## config.mk

```make
export PLATFORM = sky130hd
export DESIGN_NAME = stepper_half_step_auto_reverse_flat
export DESIGN_NICKNAME = d
export VERILOG_FILES = /design/src/sv/shsar_pkg.sv /design/src/sv/shsar_in_if.sv /design/src/sv/shsar_out_if.sv /design/src/sv/shsar_apb_regs.sv /design/src/sv/shsar_core.sv /design/src/sv/stepper_half_step_auto_reverse.sv /design/src/flat_wrapper.sv
export SDC_FILE = /design/constraint.sdc
export NUM_CORES = 1
export LEC_CHECK = 0
export BUFFER_PORTS_ARGS = -buffer_cell sky130_fd_sc_hd__buf_2
export CAP_MARGIN = 15
export CORE_AREA = 2 2 88 98
export DETAILED_ROUTE_END_ITERATION = 12
export DIE_AREA = 0 0 90 100
export SLEW_MARGIN = 20
export SYNTH_ARGS = -nofsm -noshare
export SYNTH_HDL_FRONTEND = slang
export SYNTH_SLANG_ARGS = --single-unit
```

## constraint.sdc

```tcl
create_clock -name i_clk -period 6.1 [get_ports i_clk]
set_clock_uncertainty 0.2 [all_clocks]
set_input_delay 0.305 -clock i_clk [delete_from_list [all_inputs] [get_ports i_clk]]
set_output_delay 0.305 -clock i_clk [all_outputs]
set_load 0.01 [all_outputs]
```

## src/sv/shsar_pkg.sv

```systemverilog
// Shared constants, types and phase table for the half-step auto-reverse stepper driver.
`timescale 1ns / 1ps

package shsar_pkg;

    localparam int unsigned SPEED_W       = 2;
    localparam int unsigned COIL_W        = 4;
    localparam int unsigned HALF_PERIOD_W = 12;
    localparam int unsigned TICK_W        = HALF_PERIOD_W + 1;
    localparam int unsigned SPEED_CNT_W   = 3;
    localparam int unsigned STEP_W        = 3;
    localparam int unsigned APB_ADDR_W    = 3;
    localparam int unsigned APB_DATA_W    = 32;

    localparam logic [HALF_PERIOD_W-1:0] HALF_PERIOD_RST = HALF_PERIOD_W'(400);

    // Register index, taken from the word address bit
    localparam logic REG_HALF_PERIOD = 1'b0;

    typedef logic [SPEED_W-1:0]       t_speed_sel;
    typedef logic [COIL_W-1:0]        t_coil;
    typedef logic [HALF_PERIOD_W-1:0] t_half_period;
    typedef logic [TICK_W-1:0]        t_ticks;
    typedef logic [SPEED_CNT_W-1:0]   t_speed_cnt;
    typedef logic [STEP_W-1:0]        t_step;

    // Half-step coil sequence
    function automatic t_coil phase_lookup(input t_step idx);
        t_coil v;
        case (idx)
            3'd0:    v = 4'h1;
            3'd1:    v = 4'h3;
            3'd2:    v = 4'h2;
            3'd3:    v = 4'h6;
            3'd4:    v = 4'h4;
            3'd5:    v = 4'hC;
            3'd6:    v = 4'h8;
            3'd7:    v = 4'h9;
            default: v = 4'h1;
        endcase
        return v;
    endfunction

endpackage

```

## src/sv/shsar_in_if.sv

```systemverilog
// Tick input channel: valid/ready handshake carrying the speed select.
`timescale 1ns / 1ps

interface shsar_in_if;
    logic                    valid;
    logic                    ready;
    shsar_pkg::t_speed_sel   speed_sel;

    modport source (output valid, output speed_sel, input ready);
    modport sink   (input valid, input speed_sel, output ready);
endinterface

```

## src/sv/shsar_out_if.sv

```systemverilog
// Drive output channel: valid/ready handshake carrying coil pattern and direction.
`timescale 1ns / 1ps

interface shsar_out_if;
    logic               valid;
    logic               ready;
    shsar_pkg::t_coil   coil_pattern;
    logic               clockwise;

    modport source (output valid, output coil_pattern, output clockwise, input ready);
    modport sink   (input valid, input coil_pattern, input clockwise, output ready);
endinterface

```

## src/sv/shsar_apb_regs.sv

```systemverilog
// APB configuration register holding the half period.
`timescale 1ns / 1ps

module shsar_apb_regs (
    input  logic                                 i_clk,
    input  logic                                 i_rst_n,
    input  logic                                 psel,
    input  logic                                 penable,
    input  logic                                 pwrite,
    input  logic [shsar_pkg::APB_ADDR_W-1:0]     paddr,
    input  logic [shsar_pkg::APB_DATA_W-1:0]     pwdata,
    output logic [shsar_pkg::APB_DATA_W-1:0]     prdata,
    output logic                                 pready,
    output shsar_pkg::t_half_period              o_half_period
);

    shsar_pkg::t_half_period r_half_period;
    shsar_pkg::t_half_period n_half_period;
    logic                    w_sel_hp;

    assign w_sel_hp = (paddr[2] == shsar_pkg::REG_HALF_PERIOD);

    always_comb begin
        n_half_period = r_half_period;
        if (psel && penable && pwrite && pready && w_sel_hp) begin
            n_half_period = pwdata[shsar_pkg::HALF_PERIOD_W-1:0];
        end
    end

    always_ff @(posedge i_clk) begin
        if (!i_rst_n) begin
            r_half_period <= shsar_pkg::HALF_PERIOD_RST;
        end else begin
            r_half_period <= n_half_period;
        end
    end

    assign pready        = 1'b1;
    assign prdata        = w_sel_hp ? shsar_pkg::APB_DATA_W'(r_half_period) : '0;
    assign o_half_period = r_half_period;

endmodule

```

## src/sv/shsar_core.sv

```systemverilog
// Tick register, direction and step update, and result register.
`timescale 1ns / 1ps

module shsar_core (
    input  logic                     i_clk,
    input  logic                     i_rst_n,
    input  shsar_pkg::t_half_period  i_half_period,
    shsar_in_if.sink                 i_tick,
    shsar_out_if.source              o_drive
);

    logic                   r_in_valid;
    shsar_pkg::t_speed_sel  r_speed_sel;
    logic                   r_out_valid;
    shsar_pkg::t_coil       r_coil;
    logic                   r_clockwise;
    shsar_pkg::t_ticks      r_elapsed;
    shsar_pkg::t_speed_cnt  r_speed_count;
    shsar_pkg::t_step       r_step_index;

    logic                   n_in_valid;
    logic                   n_out_valid;
    shsar_pkg::t_ticks      n_elapsed;
    shsar_pkg::t_speed_cnt  n_speed_count;
    shsar_pkg::t_step       n_step_index;
    logic                   n_clockwise;

    logic                   w_advance;
    logic                   w_in_ready;
    shsar_pkg::t_ticks      w_elapsed_inc;
    shsar_pkg::t_ticks      w_hp;
    shsar_pkg::t_ticks      w_hp2;
    shsar_pkg::t_speed_cnt  w_speed_inc;
    shsar_pkg::t_speed_cnt  w_threshold;

    // Result register frees up when empty or being taken
    assign w_advance  = r_in_valid && (!r_out_valid || o_drive.ready);
    assign w_in_ready = !r_in_valid || w_advance;

    always_comb begin
        w_elapsed_inc = r_elapsed + 1'b1;
        w_hp          = {1'b0, i_half_period};
        w_hp2         = {i_half_period, 1'b0};
        if (w_elapsed_inc <= w_hp) begin
            n_clockwise = 1'b1;
            n_elapsed   = w_elapsed_inc;
        end else if (w_elapsed_inc <= w_hp2) begin
            n_clockwise = 1'b0;
            n_elapsed   = w_elapsed_inc;
        end else begin
            // past both halves: wrap and restart clockwise
            n_clockwise = 1'b1;
            n_elapsed   = '0;
        end

        w_speed_inc = r_speed_count + 1'b1;
        w_threshold = {1'b0, r_speed_sel} + 1'b1;
        if (w_speed_inc >= w_threshold) begin
            n_speed_count = '0;
            n_step_index  = n_clockwise ? r_step_index + 1'b1 : r_step_index - 1'b1;
        end else begin
            n_speed_count = w_speed_inc;
            n_step_index  = r_step_index;
        end
    end

    always_comb begin
        n_in_valid = r_in_valid;
        if (i_tick.valid && w_in_ready) begin
            n_in_valid = 1'b1;
        end else if (w_advance) begin
            n_in_valid = 1'b0;
        end
        n_out_valid = r_out_valid;
        if (w_advance) begin
            n_out_valid = 1'b1;
        end else if (o_drive.ready) begin
            n_out_valid = 1'b0;
        end
    end

    always_ff @(posedge i_clk) begin
        if (!i_rst_n) begin
            r_in_valid    <= 1'b0;
            r_out_valid   <= 1'b0;
            r_elapsed     <= '0;
            r_speed_count <= '0;
            r_step_index  <= '0;
        end else begin
            r_in_valid  <= n_in_valid;
            r_out_valid <= n_out_valid;
            if (w_advance) begin
                r_elapsed     <= n_elapsed;
                r_speed_count <= n_speed_count;
                r_step_index  <= n_step_index;
            end
        end
    end

    always_ff @(posedge i_clk) begin
        if (i_tick.valid && w_in_ready) begin
            r_speed_sel <= i_tick.speed_sel;
        end
        if (w_advance) begin
            r_coil      <= shsar_pkg::phase_lookup(n_step_index);
            r_clockwise <= n_clockwise;
        end
    end

    assign i_tick.ready         = w_in_ready;
    assign o_drive.valid        = r_out_valid;
    assign o_drive.coil_pattern = r_coil;
    assign o_drive.clockwise    = r_clockwise;

    a_speed_count_range: assert property (@(posedge i_clk) disable iff (!i_rst_n)
        r_speed_count <= 3'd3)
        else $error("speed counter beyond largest threshold");

    a_coil_shape: assert property (@(posedge i_clk) disable iff (!i_rst_n)
        r_out_valid |-> ($countones(r_coil) == 1 || $countones(r_coil) == 2))
        else $error("coil pattern is not a half-step phase");

    a_ccw_nonzero: assert property (@(posedge i_clk) disable iff (!i_rst_n)
        (r_out_valid && !r_clockwise) |-> (r_elapsed != '0))
        else $error("counter-clockwise beat with wrapped tick counter");

    a_advance_fills: assert property (@(posedge i_clk) disable iff (!i_rst_n)
        w_advance |=> r_out_valid)
        else $error("processed tick did not reach result register");

    a_step_moves_one: assert property (@(posedge i_clk) disable iff (!i_rst_n)
        w_advance |=> (r_step_index == $past(r_step_index)
                       || r_step_index == $past(r_step_index) + 3'd1
                       || r_step_index == $past(r_step_index) - 3'd1))
        else $error("step index jumped more than one place");

endmodule

```

## src/sv/stepper_half_step_auto_reverse.sv

```systemverilog
// Top level of the half-step stepper driver with automatic direction reversal.
//
// Usage:
//   i_tick carries one timer tick per beat with its speed select; o_drive
//   returns one beat per tick with the four coil drive bits and the direction.
//   The direction is clockwise for the first half_period ticks, then
//   counter-clockwise for as many, then a clockwise tick wraps the count and the pattern repeats.
//   The phase index advances once every speed_sel+1 ticks.
//   half_period is written through the APB port at byte address 0 (reset 400);
//   write it only while no tick is in flight.
// Timing:
//   A tick taken at one clock edge is registered in the input register,
//   processed by the counter and table logic and written to the result
//   register, which drives o_drive. One tick is accepted every cycle while
//   o_drive is not held; the rate is set by the single register-to-register
//   update of the tick, speed and phase counters.
// Reset: synchronous, active low; clears counters and both pipeline stages.
// Stall: while o_drive is held, the result stays put, one further tick is
//   held in the input register, then i_tick.ready drops.
`timescale 1ns / 1ps

module stepper_half_step_auto_reverse (
    input  logic                                 i_clk,
    input  logic                                 i_rst_n,
    input  logic                                 psel,
    input  logic                                 penable,
    input  logic                                 pwrite,
    input  logic [shsar_pkg::APB_ADDR_W-1:0]     paddr,
    input  logic [shsar_pkg::APB_DATA_W-1:0]     pwdata,
    output logic [shsar_pkg::APB_DATA_W-1:0]     prdata,
    output logic                                 pready,
    shsar_in_if.sink                             i_tick,
    shsar_out_if.source                          o_drive
);

    shsar_pkg::t_half_period w_half_period;

    shsar_apb_regs u_regs (
        .i_clk         (i_clk),
        .i_rst_n       (i_rst_n),
        .psel          (psel),
        .penable       (penable),
        .pwrite        (pwrite),
        .paddr         (paddr),
        .pwdata        (pwdata),
        .prdata        (prdata),
        .pready        (pready),
        .o_half_period (w_half_period)
    );

    shsar_core u_core (
        .i_clk         (i_clk),
        .i_rst_n       (i_rst_n),
        .i_half_period (w_half_period),
        .i_tick        (i_tick),
        .o_drive       (o_drive)
    );

endmodule
```

## src/flat_wrapper.sv

```systemverilog
// flat-port wrapper written by rule: the top's interface ports become plain ports
module stepper_half_step_auto_reverse_flat 
  (i_clk, i_rst_n, psel, penable, pwrite, paddr, pwdata, prdata, pready, i_tick_valid, i_tick_speed_sel, i_tick_ready, o_drive_valid, o_drive_coil_pattern, o_drive_clockwise, o_drive_ready);
  shsar_in_if i_tick_i ();
  shsar_out_if o_drive_i ();
  input  logic i_clk;
  input  logic i_rst_n;
  input  logic psel;
  input  logic penable;
  input  logic pwrite;
  input  logic [shsar_pkg::APB_ADDR_W-1:0] paddr;
  input  logic [shsar_pkg::APB_DATA_W-1:0] pwdata;
  output logic [shsar_pkg::APB_DATA_W-1:0] prdata;
  output logic pready;
  input wire logic [$bits(i_tick_i.valid)-1:0] i_tick_valid;
  input wire logic [$bits(i_tick_i.speed_sel)-1:0] i_tick_speed_sel;
  output wire logic [$bits(i_tick_i.ready)-1:0] i_tick_ready;
  output wire logic [$bits(o_drive_i.valid)-1:0] o_drive_valid;
  output wire logic [$bits(o_drive_i.coil_pattern)-1:0] o_drive_coil_pattern;
  output wire logic [$bits(o_drive_i.clockwise)-1:0] o_drive_clockwise;
  input wire logic [$bits(o_drive_i.ready)-1:0] o_drive_ready;
  assign i_tick_i.valid = i_tick_valid;
  assign i_tick_i.speed_sel = i_tick_speed_sel;
  assign i_tick_ready = i_tick_i.ready;
  assign o_drive_valid = o_drive_i.valid;
  assign o_drive_coil_pattern = o_drive_i.coil_pattern;
  assign o_drive_clockwise = o_drive_i.clockwise;
  assign o_drive_i.ready = o_drive_ready;
  stepper_half_step_auto_reverse u_core (.i_clk(i_clk), .i_rst_n(i_rst_n), .psel(psel), .penable(penable), .pwrite(pwrite), .paddr(paddr), .pwdata(pwdata), .prdata(prdata), .pready(pready), .i_tick(i_tick_i), .o_drive(o_drive_i));
endmodule
```

==> flow_metrics.env, run 1 <==
export IMPL_grt_pass1_wl_mm=9.232
export IMPL_cts_setup_buffers=0
export IMPL_syn2layout_area_growth_pct=12.53
export IMPL_hold_ws_ps=25.77
export IMPL_yosys_area_top_type_share_pct=24.07
export IMPL_remaining_drc_errors=0
export IMPL_portBuffers=40
export IMPL_drive_gt1_share_pct=15.76
export IMPL_synthTopCellsByArea="dfxtp_1 24%, ha_1 14%, edfxtp_1 7.7%, buf_4 5.7%, nor2_1 5.3%"
export IMPL_reg2regPathDepth=18
export IMPL_ys_ff_latch=40
export IMPL_powerDensity_nw_per_um2=188.7
export IMPL_final_period_utilization_pct=79.21
export IMPL_insertion_delay_ps=300
export IMPL_postRouteAntennaNets=0
export IMPL_synth_simple_gate_area_share_pct=19.46
export IMPL_routed_wl_mm=5.478
export IMPL_netlist_instances=331
export IMPL_drtPass1Iterations=4
export IMPL_cp_startpoint="u_core.u_core.r_elapsed[0]$_SDFFE_PN0P_"
export IMPL_r2r_end="u_core.u_core.o_drive.coil_pattern[2]$_DFFE_PP_"
export IMPL_hold_path_class="in2reg"
export IMPL_ys_seq_area_share_pct=31.72
export IMPL_setup_viol=0
export IMPL_setup_worst_path_end_class="register"
export IMPL_crit_end="u_core.u_core.o_drive.coil_pattern[2]$_DFFE_PP_"
export IMPL_ys_warn_count=0
export IMPL_hpwl_mm=4.229
export IMPL_final_nets=442
export IMPL_first_global_vias=2046
export IMPL_first_iter_violations=58
export IMPL_critPathLaunchType="register"
export IMPL_critPathArrivalTime_ps=4680
export IMPL_wire_per_inst_um=11.44
export IMPL_leakage_nw=1.345
export IMPL_multi_input_area_um2=1654
export IMPL_die_h_um=100
export IMPL_ir_drop_uv=81.01
export IMPL_setup_tns_final_ps=0
export IMPL_synthAdderAreaFrac_pct=14.13
export IMPL_cts_buffers_inserted=5
export IMPL_r2r_setup_slack_ps=1270
export IMPL_grt_max_degree=31
export IMPL_initial_core_util_pct=33.70
export IMPL_synth_top_family_by_area="simple AND/OR/NAND/NOR gates"
export IMPL_cts_clk_slew_worst_paths_ps=90
export IMPL_maxCapViolations=0
export IMPL_root_buffer="clkbuf_8"
export IMPL_post_synth_top_count_cell="nor2_1"
export IMPL_syn_area_um2=2745
export IMPL_rsz0062_at_grt="false"
export IMPL_postCtsResizedCells=0
export IMPL_cts_sinks=40
export IMPL_setup_ws_ps=1268
export IMPL_cts_buffer_depth=2
export IMPL_syn_area_per_cell_um2=8.293
export IMPL_synth_xor_xnor_area_share_pct=4.467
export IMPL_num_vias=2253
export IMPL_core_area_um2=8145
export IMPL_synth_edf_count=7
export IMPL_antenna_found_initial=0
export IMPL_grt_overflow_total=0
export IMPL_worstPathMaxFanout=5
export IMPL_finalHoldViolCount=0
export IMPL_fin_crit_ps=4832
export IMPL_status="complete, no violations"
export IMPL_path_class="reg2reg"
export IMPL_slew_headroom_pct=34.54
export IMPL_max_freq_mhz=207.0
export IMPL_seq_area_um2=870.8
export IMPL_timing_rr_start="u_core.u_core.r_elapsed[0]$_SDFFE_PN0P_"
export IMPL_place_gp_congestion=0.8182
export IMPL_track_usage_pct=12.31
export IMPL_synth_distinct_cells=47
export IMPL_vias_per_cell=4.704
export IMPL_synth_area_leader_cell="dfxtp_1"
export IMPL_synthTopCellsByCount="39 x nor2_1, 33 x dfxtp_1, 33 x nand2_1, 31 x ha_1, 27 x a21oi_1"
export IMPL_synthArstFlopShare_pct=0
export IMPL_fillCellCount=875
export IMPL_ios=84
export IMPL_cp_required_ps=5950
export IMPL_pre_cts_slack_ps=1243
export IMPL_htreeDepth=2
export IMPL_antenna_cells=0
export IMPL_fp_dieArea_um2=9000
export IMPL_rows=35
export IMPL_fp_dieW_um=90
export IMPL_synth_compound_area_share_pct=18.96
export IMPL_cts_tree="yes"
export IMPL_synth_area_mux_share_pct=0.3646
export IMPL_drv_slew=0
export IMPL_synth_flop_cell="dfxtp_1"
export IMPL_tightest_slew_ps=981.9
==> report_power, final <==
group / internal (mW) / switching (mW)
Clock: 0.123 / 0.105
Combinational: 0.0269 / 0.0468
Sequential: 0.276 / 0.00495
Total: 0.427 / 0.156
==> metal layers <==
layer,track usage (%),up-vias,wire (um)
met5,0,-,0
met4,4.379,0,73
met3,2.027,7,166
met1,14.74,1026,2497
li1,-,1189,-
met2,22.38,31,2740
==> registers in the layout, indices dropped and copies added, names as in the netlist <==
name	flops
u_core.u_core.r_elapsed	13
u_core.u_core.r_step_index	3
u_core.u_core.r_in_valid	1
u_core.u_core.o_drive.coil_pattern	4
u_core.u_core.o_drive.valid	1
u_core.u_regs.o_half_period	12
u_core.u_core.r_speed_sel	2
u_core.u_core.r_speed_count	3
u_core.u_core.o_drive.clockwise	1
==> metrics by stage <==
stage	std cells	cell area, um2	utilization [%]	power [mW]
global placement	469	2954	36.27	0.3590
CTS	479	3089	37.93	0.5901
floorplan	350	2816	-	0.3499
detailed placement	469	2954	36.27	0.3607
global route	479	3089	37.93	0.6091
finish	479	3089	37.93	0.5830
==> cell type report <==
cell class | count | area share [%]
multi-input combinational | 254 | 53.54
tap | 111 | 4.496
inverter | 24 | 2.916
clock buffer | 5 | 2.228
sequential | 40 | 28.19
clock inverter | 3 | 1.499
timing repair buffer | 42 | 7.128
==> how the worst min path moves through the flow <==
stage                                                              to                                        start  slack, ps  cells past startpoint
after CTS                 u_core.u_regs.o_half_period[8]$_SDFFE_PN1P_                                      i_rst_n         20                      2
after detailed placement  u_core.u_regs.o_half_period[6]$_SDFFE_PN0P_  u_core.u_regs.o_half_period[6]$_SDFFE_PN0P_        250                      2
after floorplan           u_core.u_regs.o_half_period[4]$_SDFFE_PN1P_                                      i_rst_n        190                      1
after global placement    u_core.u_regs.o_half_period[6]$_SDFFE_PN0P_  u_core.u_regs.o_half_period[6]$_SDFFE_PN0P_        240                      2
final                     u_core.u_regs.o_half_period[4]$_SDFFE_PN1P_                                    pwdata[4]         30                      3
after global routing            u_core.u_core.r_in_valid$_SDFFE_PN0P_                                 i_tick_valid         30                      3
==> worst max-delay path: stages, from the launching register on <==
cell,delay (ps)
dfxtp_1,430
ha_1,260
nand3_4,100
or2_2,340
nor2_1,130
xnor2_1,200
ha_1,310
a21o_1,160
a21oi_1,190
o21ai_1,100
o41ai_2,680
nand2_1,150
nand2b_1,150
xnor2_1,80
ha_1,260
a2111oi_4,450
nor3_1,110
o21ai_0,180
a31oi_1,100
==> what timing repair did <==
action,CTS,global route
hold buffers,2,0
endpoints found under the hold margin,2,0
endpoints found under the setup margin,0,0
==> placed cells by master (no fill, tap or decap), drive strengths merged, types with 2 or more instances in the layout <==
master,instances
o211ai,6
nor4,2
a21oi,27
a22oi,11
nor3,5
and2,2
dlygate4sd3,2
edfxtp,7
a221oi,2
clkbuf,5
nand2b,3
a31oi,2
nand4b,2
ha,31
inv,25
nand3,14
buf,40
xnor2,8
o21ai,11
xor2,6
dfxtp,33
nand2,33
conb,21
nor2b,4
nand4,5
nor2,39
a211oi,3
a21o,6
==> logic make-up (layout without fill, tap and decap cells) <==
group / after synthesis / after routing
and+or+nand+nor: 112 / 112
AOI/OAI and AO/OA: 75 / 75
buffers and inverters: 56 / 74
DFF: 40 / 40
adders and majority gates: 31 / 31
xor gates and xnor gates: 14 / 14
other: 2 / 21
muxes: 1 / 1
Power figures use the tool's default switching activity.
==> run 2: changes to the inputs <==
ABC_AREA = 1   (was not set)
CORE_AREA = 2 2 89 99   (was 2 2 88 98)
DIE_AREA = 0 0 91 101   (was 0 0 90 100)
clock period = 4.1 ns   (was 6.1 ns; I/O delays follow)
==> flow_metrics.env, run 2 <==
export IMPL_status="complete, no violations"
export IMPL_cts_sinks=40
export IMPL_fin_crit_ps=3782
export IMPL_powerDensity_nw_per_um2=247.8
export IMPL_slew_headroom_pct=53.61
export IMPL_cts_clk_slew_worst_paths_ps=80
export IMPL_synth_distinct_cells=30
export IMPL_p_int_mw=0.5932
export IMPL_setup_viol=0
export IMPL_p_clk_share_pct=30.5
export IMPL_hpwl_mm=4.144
export IMPL_worstPathMaxFanout=6
export IMPL_wire_per_inst_um=10.02
export IMPL_finalHoldViolCount=0
export IMPL_hold_path_class="in2reg"
export IMPL_crit_path_top_delay_cell="dfxtp_1"
export IMPL_fillCellCount=889
export IMPL_seq_area_um2=873.3
export IMPL_multi_input_area_um2=1640
export IMPL_drv_slew=0
export IMPL_track_usage_pct=12.64
export IMPL_antenna_cells=0
export IMPL_synth_edf_count=7
export IMPL_synthTopCellsByArea="dfxtp_1 24%, ha_1 14%, nand2_1 9.8%, edfxtp_1 7.5%, inv_1 7.1%"
export IMPL_antenna_found_initial=0
export IMPL_yosys_area_top_type_share_pct=23.65
export IMPL_setup_ws_ps=318.3
export IMPL_synthTopCellsByCount="73 x nand2_1, 53 x inv_1, 38 x a21oi_1, 35 x nor2_1, 33 x dfxtp_1"
export IMPL_max_freq_mhz=264.4
export IMPL_rows=35
export IMPL_synth_area_leader_cell="dfxtp_1"
export IMPL_cp_common_cell="nand2_1"
export IMPL_insertion_delay_ps=300
export IMPL_top_register="u_core.u_core.r_elapsed"
export IMPL_final_nets=517
export IMPL_core_area_um2=8233
export IMPL_cts_buffers_inserted=5
export IMPL_remaining_drc_errors=0
export IMPL_htreeDepth=2
export IMPL_hold_ws_ps=0.4244
export IMPL_layout_commonest_cell="nand2_1"
export IMPL_portBuffers=40
export IMPL_first_global_vias=2300
export IMPL_critPathArrivalTime_ps=3640
export IMPL_ys_warn_count=0
export IMPL_syn_area_um2=2794
export IMPL_comb_power_share_pct=18.3
export IMPL_power_switching_share_pct=28.56
export IMPL_leakage_nw=1.645
export IMPL_largest_reg_flops=13
export IMPL_first_iter_violations=68
export IMPL_fp_dieW_um=91
export IMPL_initial_core_util_pct=33.94
export IMPL_final_period_utilization_pct=92.24
export IMPL_synthArstFlopShare_pct=0
export IMPL_drtPass1Iterations=4
export IMPL_place_gp_congestion=0.7837
export IMPL_synth_flop_cell="dfxtp_1"
export IMPL_num_vias=2470
export IMPL_netlist_instances=384
export IMPL_die_h_um=101
export IMPL_ys_seq_area_share_pct=31.17
export IMPL_drive_gt1_share_pct=18.96
export IMPL_slowest_delay_ps=340
export IMPL_path_class="reg2reg"
export IMPL_grt_overflow_total=0
export IMPL_tightest_slew_ps=691.6
export IMPL_p_sw_mw=0.2372
export IMPL_cts_tree="yes"
export IMPL_cts_buffer_depth=2
export IMPL_ir_drop_uv=100.2
export IMPL_syn_area_per_cell_um2=7.276
export IMPL_critPathLaunchType="register"
export IMPL_grt_pass1_wl_mm=9.653
export IMPL_post_synth_top_count_cell="nand2_1"
export IMPL_postRouteAntennaNets=0
export IMPL_setup_worst_path_end_class="register"
export IMPL_fp_dieArea_um2=9191
export IMPL_pre_cts_slack_ps=141.2
export IMPL_final_cell_mix="72 x nand2_1, 53 x inv_1, 40 x buf_2"
export IMPL_grt_max_degree=24
export IMPL_syn2layout_area_growth_pct=19.97
export IMPL_ys_ff_latch=40
export IMPL_post_route_util_pct=40.71
export IMPL_routed_wl_mm=5.552
export IMPL_cp_required_ps=3960
export IMPL_pwr_share_seq_pct=51.2
export IMPL_maxCapViolations=0
export IMPL_vias_per_cell=4.458
export IMPL_root_buffer="clkbuf_8"
export IMPL_ios=84
## run 2: changes by cell type after synthesis, sizes merged, moves of 3 or more
| cell | delta |
|---|---|
| a21oi | +11 |
| xnor2 | -8 |
| nor2 | -4 |
| nand2 | +45 |
| nor2b | -4 |
| inv | +31 |
| a21o | -6 |
| nand2b | -3 |
| a22oi | -11 |
| nand3 | +14 |
## run 2: area by class of cell
type / count / area share (%)
Tap cell: 111 / 4.143
Multi-Input combinational cell: 275 / 48.94
Clock buffer: 7 / 2.277
Timing Repair Buffer: 63 / 12.09
Sequential cell: 40 / 26.05
Inverter: 57 / 6.383
Clock inverter: 1 / 0.1120
## run 2: power by group through the flow
stage	combinational, mW	sequential [mW]	clock (mW)
floorplan	0.114	0.436	0
global placement	0.138	0.434	0
detailed placement	0.142	0.434	0
CTS	0.152	0.425	0.260
global route	0.176	0.427	0.276
finish	0.152	0.425	0.253
## run 2: cells by family (layout without fill, tap and decap cells)
family	Yosys count	after routing	share of synthesized area (%)
adders and majority gates	31	31	13.88
xor gates and xnor gates	8	8	2.508
other	2	21	0.2688
and+or+nand+nor	154	154	25.57
AOI/OAI and AO/OA	61	61	11.82
DFF	40	40	31.17
buffers and inverters	88	128	14.78
## run 2: what timing repair did
item | in CTS | in global routing
hold buffers | 13 | 0
buffers inserted | 0 | 6
resized for setup | 0 | 17
endpoints found under the hold margin | 13 | 0
setup endpoints to repair | 0 | 6
## run 2: through the flow
step                      TNS, ps  power, mW  cell area, um2  std cells
final                           0     0.8305            3352        554
after CTS                       0     0.8368            3246        548
after global routing       -187.2     0.8786            3352        554
after floorplan                 0     0.5505            2865        403
after global placement          0     0.5719            3035        527
after detailed placement        0     0.5764            3035        527
## run 2: worst paths after layout
| kind | from | slack [ps] | to | cells past startpoint |
|---|---|---|---|---|
| min | pwdata[5] | 0.4 | u_core.u_regs.o_half_period[5]$_SDFFE_PN0P_ | 3 |
| max | u_core.u_core.r_elapsed[2]$_SDFFE_PN0P_ | 320 | u_core.u_core.o_drive.coil_pattern[0]$_DFFE_PP_ | 28 |
| min reg2reg | u_core.u_core.r_elapsed[11]$_SDFFE_PN0P_ | 270 | u_core.u_core.r_elapsed[11]$_SDFFE_PN0P_ | 2 |
| max reg2reg | u_core.u_core.r_elapsed[2]$_SDFFE_PN0P_ | 320 | u_core.u_core.o_drive.coil_pattern[0]$_DFFE_PP_ | 28 |
## run 2: critical path, delay by kind of cell (launching register included)
kind | cells | cell delay, ps
adder cells (fa/ha/maj) | 2 | 440
buffers and inverters | 6 | 450
AND/OR/NAND/NOR | 18 | 1740
AO/OA/AOI/OAI | 1 | 210
XOR/XNOR | 1 | 150
flip-flops | 1 | 340
## run 2: metal layers
layer / up-vias / part of all wire [%] / wire, um / global-route usage (%)
met3: 8 / 4.5 / 248 / 2.618
met4: 0 / 1.1 / 63 / 3.730
li1: 1319 / - / - / -
met5: - / 0 / 0 / 0
met2: 61 / 49 / 2702 / 23.70
met1: 1082 / 46 / 2537 / 14.44
